File: src/hw/rtl/multi_queue_ring_deque_core_assert.svh
// Assertion macros for the multi-queue ring deque core.
// Standalone header; expands to concurrent assertions only outside synthesis.
`ifndef MULTI_QUEUE_RING_DEQUE_CORE_ASSERT_SVH
`define MULTI_QUEUE_RING_DEQUE_CORE_ASSERT_SVH

`ifndef SYNTHESIS

// Property must hold at every clock edge out of reset
`define MQRD_ASSERT(lbl, ck, rn, prop) \
    lbl: assert property (@(posedge ck) disable iff (!rn) (prop)) \
        else $error("mqrd assertion failed");

// Condition must never be true out of reset
`define MQRD_ASSERT_NEVER(lbl, ck, rn, cond) \
    lbl: assert property (@(posedge ck) disable iff (!rn) !(cond)) \
        else $error("mqrd forbidden condition seen");

`else

`define MQRD_ASSERT(lbl, ck, rn, prop)
`define MQRD_ASSERT_NEVER(lbl, ck, rn, cond)

`endif

`endif

File: src/hw/rtl/mqrd_pkg.sv
// Shared types, sizes and index helpers for the multi-queue ring deque.
// No dependencies; used by all modules of the block.
package mqrd_pkg;

    // Block sizing
    localparam int NUM_QUEUES = 32;
    localparam int MAX_DEPTH  = 16;
    localparam int MSG_WIDTH  = 32;

    // Fixed field widths of the stream words
    localparam int ACTION_W   = 2;
    localparam int QID_W      = 5;
    localparam int MESSAGE_W  = 32;
    localparam int STATUS_W   = 2;
    localparam int DATA_OUT_W = 32;
    localparam int COUNT_W    = 5;
    localparam int CAP_W      = 5;
    localparam int IN_DATA_W  = 40;
    localparam int OUT_DATA_W = 40;
    localparam logic [CAP_W-1:0] CAP_RESET = 5'd16;

    // Derived widths
    localparam int QIDX_W  = (NUM_QUEUES > 1) ? $clog2(NUM_QUEUES) : 1;
    localparam int IDX_W   = $clog2(MAX_DEPTH);
    localparam int CNT_W   = $clog2(MAX_DEPTH + 1);
    localparam int SDEPTH  = NUM_QUEUES * MAX_DEPTH;
    localparam int SADDR_W = $clog2(SDEPTH);

    typedef enum logic [ACTION_W-1:0] {
        ACT_SEND_TAIL = 2'd0,
        ACT_SEND_HEAD = 2'd1,
        ACT_RECEIVE   = 2'd2,
        ACT_PEEK      = 2'd3
    } action_t;

    typedef enum logic [STATUS_W-1:0] {
        ST_OK    = 2'd0,
        ST_FULL  = 2'd1,
        ST_EMPTY = 2'd2
    } status_t;

    // Store port request from the queue table
    typedef struct packed {
        logic                 we;
        logic                 re;
        logic [SADDR_W-1:0]   addr;
        logic [MSG_WIDTH-1:0] wdata;
    } store_req_t;

    // Result of one request, before the head word joins it
    typedef struct packed {
        status_t            status;
        logic               data_sel;
        logic [COUNT_W-1:0] count;
    } result_t;

    // Capacity clamped to 1..MAX_DEPTH
    function automatic logic [CNT_W-1:0] eff_cap(input logic [CAP_W-1:0] cap);
        logic [CNT_W-1:0] res;
        if (cap == '0)
            res = CNT_W'(1);
        else if (32'(cap) > MAX_DEPTH)
            res = CNT_W'(MAX_DEPTH);
        else
            res = CNT_W'(cap);
        return res;
    endfunction

    // Forward step, wraps at or beyond capacity
    function automatic logic [IDX_W-1:0] step_fwd(input logic [IDX_W-1:0] idx,
                                                  input logic [CNT_W-1:0] cap);
        logic [CNT_W:0] nxt;
        nxt = (CNT_W+1)'(idx) + (CNT_W+1)'(1);
        return (nxt >= (CNT_W+1)'(cap)) ? '0 : IDX_W'(nxt);
    endfunction

    // Backward step, lands on capacity-1 from zero or from beyond capacity
    function automatic logic [IDX_W-1:0] step_back(input logic [IDX_W-1:0] idx,
                                                   input logic [CNT_W-1:0] cap);
        logic [CNT_W:0] idx_w;
        idx_w = (CNT_W+1)'(idx);
        if (idx == '0 || idx_w > (CNT_W+1)'(cap))
            return IDX_W'(cap - CNT_W'(1));
        return idx - IDX_W'(1);
    endfunction

    // Flat store address of one slot of one queue
    function automatic logic [SADDR_W-1:0] store_addr(input logic [QIDX_W-1:0] q,
                                                      input logic [IDX_W-1:0] idx);
        return SADDR_W'(int'(q) * MAX_DEPTH + int'(idx));
    endfunction

endpackage

File: src/hw/rtl/mqrd_qstate.sv
// Per-queue head/tail/count table and the request decision logic.
// Depends on mqrd_pkg; drives the message store port and the result fields.
module mqrd_qstate
(
    input  logic                              clk,
    input  logic                              rst_n,
    input  logic                              item_valid,
    input  logic                              advance,
    input  logic [mqrd_pkg::CNT_W-1:0]        cap_eff,
    input  mqrd_pkg::action_t                 action,
    input  logic [mqrd_pkg::QID_W-1:0]        queue_id,
    input  logic [mqrd_pkg::MESSAGE_W-1:0]    message,
    output mqrd_pkg::store_req_t              store_req,
    output mqrd_pkg::result_t                 result
);

    logic [mqrd_pkg::IDX_W-1:0] tail_reg [mqrd_pkg::NUM_QUEUES];
    logic [mqrd_pkg::IDX_W-1:0] head_reg [mqrd_pkg::NUM_QUEUES];
    logic [mqrd_pkg::CNT_W-1:0] fill_reg [mqrd_pkg::NUM_QUEUES];

    logic                         q_ok;
    logic [mqrd_pkg::QIDX_W-1:0]  qsel;
    logic [mqrd_pkg::IDX_W-1:0]   tail_cur;
    logic [mqrd_pkg::IDX_W-1:0]   head_cur;
    logic [mqrd_pkg::CNT_W-1:0]   fill_cur;
    logic                         is_full;
    logic                         is_empty;
    logic [mqrd_pkg::IDX_W-1:0]   head_back;
    logic                         tail_we;
    logic                         head_we;
    logic                         fill_we;
    logic [mqrd_pkg::IDX_W-1:0]   tail_next;
    logic [mqrd_pkg::IDX_W-1:0]   head_next;
    logic [mqrd_pkg::CNT_W-1:0]   fill_next;
    logic                         commit;

    // Look up the addressed queue
    assign q_ok      = 32'(queue_id) < mqrd_pkg::NUM_QUEUES;
    assign qsel      = mqrd_pkg::QIDX_W'(queue_id);
    assign tail_cur  = tail_reg[qsel];
    assign head_cur  = head_reg[qsel];
    assign fill_cur  = fill_reg[qsel];
    assign is_full   = fill_cur >= cap_eff;
    assign is_empty  = fill_cur == '0;
    assign head_back = mqrd_pkg::step_back(head_cur, cap_eff);
    assign commit    = item_valid && advance;

    // Decide the request
    always_comb
    begin
        tail_we         = 1'b0;
        head_we         = 1'b0;
        fill_we         = 1'b0;
        tail_next       = mqrd_pkg::step_fwd(tail_cur, cap_eff);
        head_next       = mqrd_pkg::step_fwd(head_cur, cap_eff);
        fill_next       = fill_cur;
        store_req.we    = 1'b0;
        store_req.re    = 1'b0;
        store_req.addr  = mqrd_pkg::store_addr(qsel, head_cur);
        store_req.wdata = mqrd_pkg::MSG_WIDTH'(message);
        result.status   = mqrd_pkg::ST_OK;
        result.data_sel = 1'b0;
        result.count    = mqrd_pkg::COUNT_W'(fill_cur);

        unique case (action) inside
            mqrd_pkg::ACT_SEND_TAIL, mqrd_pkg::ACT_SEND_HEAD:
            begin
                if (!q_ok || is_full)
                begin
                    result.status = mqrd_pkg::ST_FULL;
                end
                else
                begin
                    fill_we      = 1'b1;
                    fill_next    = fill_cur + mqrd_pkg::CNT_W'(1);
                    store_req.we = commit;
                    if (action == mqrd_pkg::ACT_SEND_TAIL)
                    begin
                        tail_we        = 1'b1;
                        store_req.addr = mqrd_pkg::store_addr(qsel, tail_cur);
                    end
                    else
                    begin
                        head_we        = 1'b1;
                        head_next      = head_back;
                        store_req.addr = mqrd_pkg::store_addr(qsel, head_back);
                    end
                end
            end
            mqrd_pkg::ACT_RECEIVE, mqrd_pkg::ACT_PEEK:
            begin
                if (!q_ok || is_empty)
                begin
                    result.status = mqrd_pkg::ST_EMPTY;
                end
                else
                begin
                    result.data_sel = 1'b1;
                    store_req.re    = commit;
                    if (action == mqrd_pkg::ACT_RECEIVE)
                    begin
                        head_we   = 1'b1;
                        fill_we   = 1'b1;
                        fill_next = fill_cur - mqrd_pkg::CNT_W'(1);
                    end
                end
            end
            default:
            begin
                result.status = mqrd_pkg::ST_EMPTY;
            end
        endcase

        if (!q_ok)
            result.count = '0;
        else
            result.count = mqrd_pkg::COUNT_W'(fill_next);
    end

    // Queue table update
    always_ff @(posedge clk or negedge rst_n)
    begin
        if (!rst_n)
        begin
            for (int i = 0; i < mqrd_pkg::NUM_QUEUES; i++)
            begin
                tail_reg[i] <= '0;
                head_reg[i] <= '0;
                fill_reg[i] <= '0;
            end
        end
        else if (commit)
        begin
            if (tail_we)
                tail_reg[qsel] <= tail_next;
            if (head_we)
                head_reg[qsel] <= head_next;
            if (fill_we)
                fill_reg[qsel] <= fill_next;
        end
    end

endmodule

File: config.mk
export PLATFORM = sky130hd
export DESIGN_NAME = mqrd_qstate
export DESIGN_NICKNAME = d
export VERILOG_FILES = /design/src/hw/rtl/multi_queue_ring_deque_core_assert.svh /design/src/hw/rtl/mqrd_pkg.sv /design/src/hw/rtl/mqrd_qstate.sv
export SDC_FILE = /design/constraint.sdc
export NUM_CORES = 1
export LEC_CHECK = 0
export BUFFER_PORTS_ARGS = -buffer_cell sky130_fd_sc_hd__buf_2
export CAP_MARGIN = 20
export CORE_MARGIN = 2
export CORE_UTILIZATION = 58
export CTS_BUF_LIST = sky130_fd_sc_hd__clkbuf_8
export DETAILED_ROUTE_END_ITERATION = 10
export PLACE_DENSITY = 0.79
export SETUP_SLACK_MARGIN = 0.15
export SLEW_MARGIN = 15
export SYNTH_ARGS = -nofsm -noshare
export SYNTH_HDL_FRONTEND = slang
export SYNTH_SLANG_ARGS = --single-unit
File: constraint.sdc
create_clock -name clk -period 6.4 [get_ports clk]
set_clock_uncertainty 0.05 [all_clocks]
set_input_delay 1.28 -clock clk [delete_from_list [all_inputs] [get_ports clk]]
set_output_delay 1.28 -clock clk [all_outputs]
set_load 0.05 [all_outputs]
== Word-level counts from Yosys, hierarchy flattened ==
Index checks and enable logic that the tools add are counted.
Cells by class
  $add $sub $neg: 9
  $lt $le $gt $ge: 6
  eq/ne operators: 3
  multiplexer cells: 50
  bitwise gates (word level): 1
  reductions and logical operators: 11
Operators by type and width (count)
  $bwmux W128: 2
  $bwmux W160: 1
  $mux W4: 12
  $bmux W4 S5: 2
  $mux W5: 6
  $add A9 B4 Y9: 3
  $mux W9: 3
  $bmux W5 S5: 1
  $demux W5 S5: 1
  $demux W4 S5: 1
  $mux W1: 16
  $ge A5 B5 Y1: 3
  $add A4 B1 Y5 const B: 2
  $pmux W5 S2: 1
  $sub A4 B1 Y4 const B: 2
  $ge A6 B6 Y1 const B: 1
  $lt A6 B1 Y1 const B: 1
  $not A5 Y6: 1
  $reduce_and A2 Y1: 3
  $add A5 B1 Y5 const B: 1
  $gt A4 B5 Y1: 1
  $logic_not A5 Y1: 1
  $sub A5 B1 Y5 const B: 1
  $eq A2 B2 Y1 const B: 2
  other kinds (9): 12
Storage, ports and cells
  register bits after elaboration: 416
  bits of input ports: 48

== Logic depth before layout (Yosys ltp) ==
  word-level depth: 12
  depth in mapped cells: 22
  mapped depth without buffers: 16

== Worst setup path after synthesis ==
No wires, ideal clock.
  path kind: input to output
  from: input queue_id[0] (netlist bit)
  to: output result[0] (netlist bit)
  arrival: 5.883 ns
  required time: 5.070 ns
  path slack: -0.813 ns
  stages: 17
  cell sequence: buf_2 -> buf_6 -> buf_2 -> mux4_2 -> a22oi_1 -> and4_1 -> clkbuf_1 -> clkbuf_1 -> ha_1 -> nand2b_1 -> a21o_1 -> a21o_1 -> a21o_1 -> a21oi_1 -> clkbuf_1 -> nor2_1 -> xnor2_1
RTL lines
  start, declared: line mqrd_qstate.sv:11  | input logic [mqrd_pkg::QID_W-1:0] queue_id,
  end, declared: line mqrd_qstate.sv:14  | output mqrd_pkg::result_t result

==> results.toml <==
[detailed_routing]
drt_iter0_drc = 1862
ant_nets = 0
vias = 15684
postRouteWirelength_um = 57580
first_pass_iters = 8
wl_per_cell_um = 24.34
drc = 0
vias_per_cell = 6.629

[die]
io_pins = 99
rows = 69
initial_core_util_pct = 58.73
die_x_um = 193.3
coreArea_mm2 = 0.03540
dieHeight_um = 193.3
dieArea_mm2 = 0.03737

[layout]
fin_area_mm2 = 0.02343
largest_reg_flops = 160
drive_above_1_share_pct = 28.85
area_growth_pct = 12.72
fin_cells = 2366
fin_nets = 1928

[pwr]
switching_share_pct = 27.98
intPower_mw = 4.297
seq_power_share_pct = 47.3
power_density_mw_per_mm2 = 254.6
p_leak_nw = 10.80
power_frac_clock_pct = 39.2
peakVddDrop_v = 0.0002196
combPwrFrac_pct = 13.5
p_sw_mw = 1.670

[clock_tree]
cts_tree = "yes"
cts_max_path_buffers = 3
cts_hold_buf = 0
cts.sinks = 416
numCtsBuffers = 70
clock_latency_ps = 650
path_clk_slew_ps = 60
htree_levels = 3
clock_tree.root_cell = "clkbuf_8"

[sta]
max_freq_mhz = 162.0
slew_headroom_pct = 27.72
finalWorstSetupSlack_ps = 228.0
hold_viol = 0
tightest_slew_ps = 1076
hold_slack_ps = 425.8
setup_tns_ps = 0
period_share_pct = 96.44
maxSlewViolCount = 0
period_minus_slack_ps = 6172
setup_viol = 0
rsz0062_at_grt = "true"

[grt]
gr-total-overflow = 0
grt_pass1_vias = 15691
grt_util_all_layers_pct = 30.50
antenna_found_initial = 0
grt_pass1_wl_um = 89370
grt_max_degree = 152

[worst_setup_path]
cp_max_fo = 19
rr_endpoint = "fill_reg[80]"
cp-end-kind = "output port"
path_common_cell = "a21o_1"
cp_top_family = "compound AO/OA/AOI/OAI gates"
r2r_cells = 14
required_ps = 5070
critPathSlowestCell = "and3b_1"
reg2reg_slack_ps = 1800
critPathMaxStageDelay_ps = 330
cp_cell_sequence = "clkbuf_4 > buf_4 > and3b_1 > a22oi_1 > and4_1 > ha_1 > nand2b_1 > a21o_1 > a21o_1 > a21o_1 > buf_4 > a21oi_4 > o21ai_0 > a21oi_4 > buf_2"
worstSetupStartpointType = "input pin"
arrival_ps = 4840
reg2reg_from = "fill_reg[125]"
path_class = "in2out"
path_buf_inv = 4

[placed_design]
hpwl_um = 38920
place_area_mm2 = 0.02171
preCtsSetupSlack_ps = -90.65
dp.cells = 2232
io_buffers = 34
place.gp.congestion = 0.9599

[yosys]
async_flop_share_pct = 100.0
avgSynthCellArea_um2 = 11.59
ys_seq_elements = 416
postSynthCellCount = 1794
synth.most_common_cell = "dfrtp_1"
synth_ff_type = "dfrtp_1"
synth_common_cells = "dfrtp_1 (416), o21ai_0 (183), nand2_1 (165)"
synth_top_area_cell = "dfrtp_1"
ys_warn_count = 0
syn-cell-area_mm2 = 0.02079
ys_seq_area_share_pct = 50.08
netlist_top_cells_area = "dfrtp_1 (50%), mux2_2 (8.7%), mux4_2 (8.0%), o21ai_0 (4.4%), mux2i_1 (3.0%)"
synth_cell_types = 71
synth_nets = 1867
synth-edff-count = 0
yosysTopAreaCellShare_pct = 50.08

[min_path]
whs_path_depth = 2
hp-class = "reg2reg"
worstHoldEndpoint = "tail_reg[33]"
holdCritStartpoint = "tail_reg[33]"

[status]
outcome = "finished clean"

[flow_run]
maxCapViolations = 0
==> placed cells by master (no fill, tap or decap), drive strengths merged, types with 4 or more instances in the layout <==
| master | count |
|---|---|
| nand2b | 7 |
| clkinvlp | 4 |
| o21ai | 186 |
| o221ai | 4 |
| nor4 | 6 |
| a22oi | 33 |
| o31ai | 14 |
| and4 | 4 |
| mux2 | 208 |
| nand4 | 9 |
| dfrtp | 416 |
| nor3 | 37 |
| xnor2 | 6 |
| a21oi | 106 |
| mux2i | 63 |
| inv | 38 |
| o22ai | 25 |
| a211oi | 8 |
| nand4b | 6 |
| clkbuf | 96 |
| and2 | 5 |
| and3 | 9 |
| a21o | 9 |
| a2bb2oi | 18 |
| buf | 137 |
| nand3b | 4 |
| nand2 | 165 |
| clkinv | 10 |
| o21a | 6 |
| mux4 | 74 |
| nor2 | 81 |
| nand3 | 39 |
| ha | 25 |
==> through the flow <==
stage | utilization, % | power, mW
global placement | 61.33 | 3.597
finish | 66.20 | 5.967
CTS | 65.46 | 5.954
floorplan | - | 3.389
detailed placement | 61.33 | 3.627
global route | 66.19 | 6.189
==> what timing repair did <==
action	CTS	global route
resized for setup	15	29
setup buffers	1	9
gates cloned	0	2
setup endpoints to repair	9	9
pin swaps	3	5
==> worst max path at each step <==
stage	startpoint	slack, ps	end	cells after the start
final	queue_id[4]	230	store_req[35]	15
after global routing	queue_id[0]	110	result[1]	16
after CTS	queue_id[0]	170	result[4]	15
after detailed placement	queue_id[0]	-90	result[3]	14
after global placement	queue_id[0]	50	result[3]	14
after floorplan	queue_id[0]	120	result[3]	17
==> layer usage <==
layer  global-route usage [%]  wire [µm]  up-vias
li1                         -          -     6694
met1                    41.76      22650     7876
met2                    45.71      26510      948
met3                    8.944       6192      166
met4                    13.18       2222        0
met5                        0          0        -
==> worst register-to-register path: stages, from the launching register on <==
cell and delay [ps]:
dfrtp_1 390, mux4_2 470, a22oi_1 310, and4_1 290
ha_1 240, nand2b_1 150, a21o_1 170, a21o_1 170
a21o_1 210, buf_4 180, a21oi_4 330, buf_4 230
o21a_1 500, nand2_1 400, mux2_2 380
==> cell families (layout without fill, tap and decap cells) <==
logic type / after synthesis / after routing / synth area share, %
and+or+nand+nor: 398 / 398 / 9.299
DFF: 416 / 416 / 50.08
other: 0 / 2 / 0
AOI/OAI and AO/OA: 427 / 427 / 12.27
muxes: 345 / 345 / 22.32
xor gates and xnor gates: 7 / 7 / 0.2949
adders and majority gates: 25 / 25 / 1.505
buffers and inverters: 176 / 285 / 4.243
==> power by group through the flow <==
| stage | sequential (mW) | combinational (mW) | clock [mW] |
|---|---|---|---|
| floorplan | 2.84 | 0.551 | 0 |
| global placement | 2.86 | 0.741 | 0 |
| detailed placement | 2.86 | 0.764 | 0 |
| CTS | 2.82 | 0.775 | 2.36 |
| global route | 2.83 | 0.862 | 2.50 |
| finish | 2.82 | 0.808 | 2.34 |
==> final cells by class <==
cell class,count,area (µm²)
antenna,2,5.005
clock buffer,88,1211
clock inverter,32,171.4
fill,2573,11960
inverter,20,75.07
multi-input combinational,1202,9743
sequential,416,10410
tap,461,576.8
timing repair buffer,145,1240
Power figures use the tool's default switching activity.
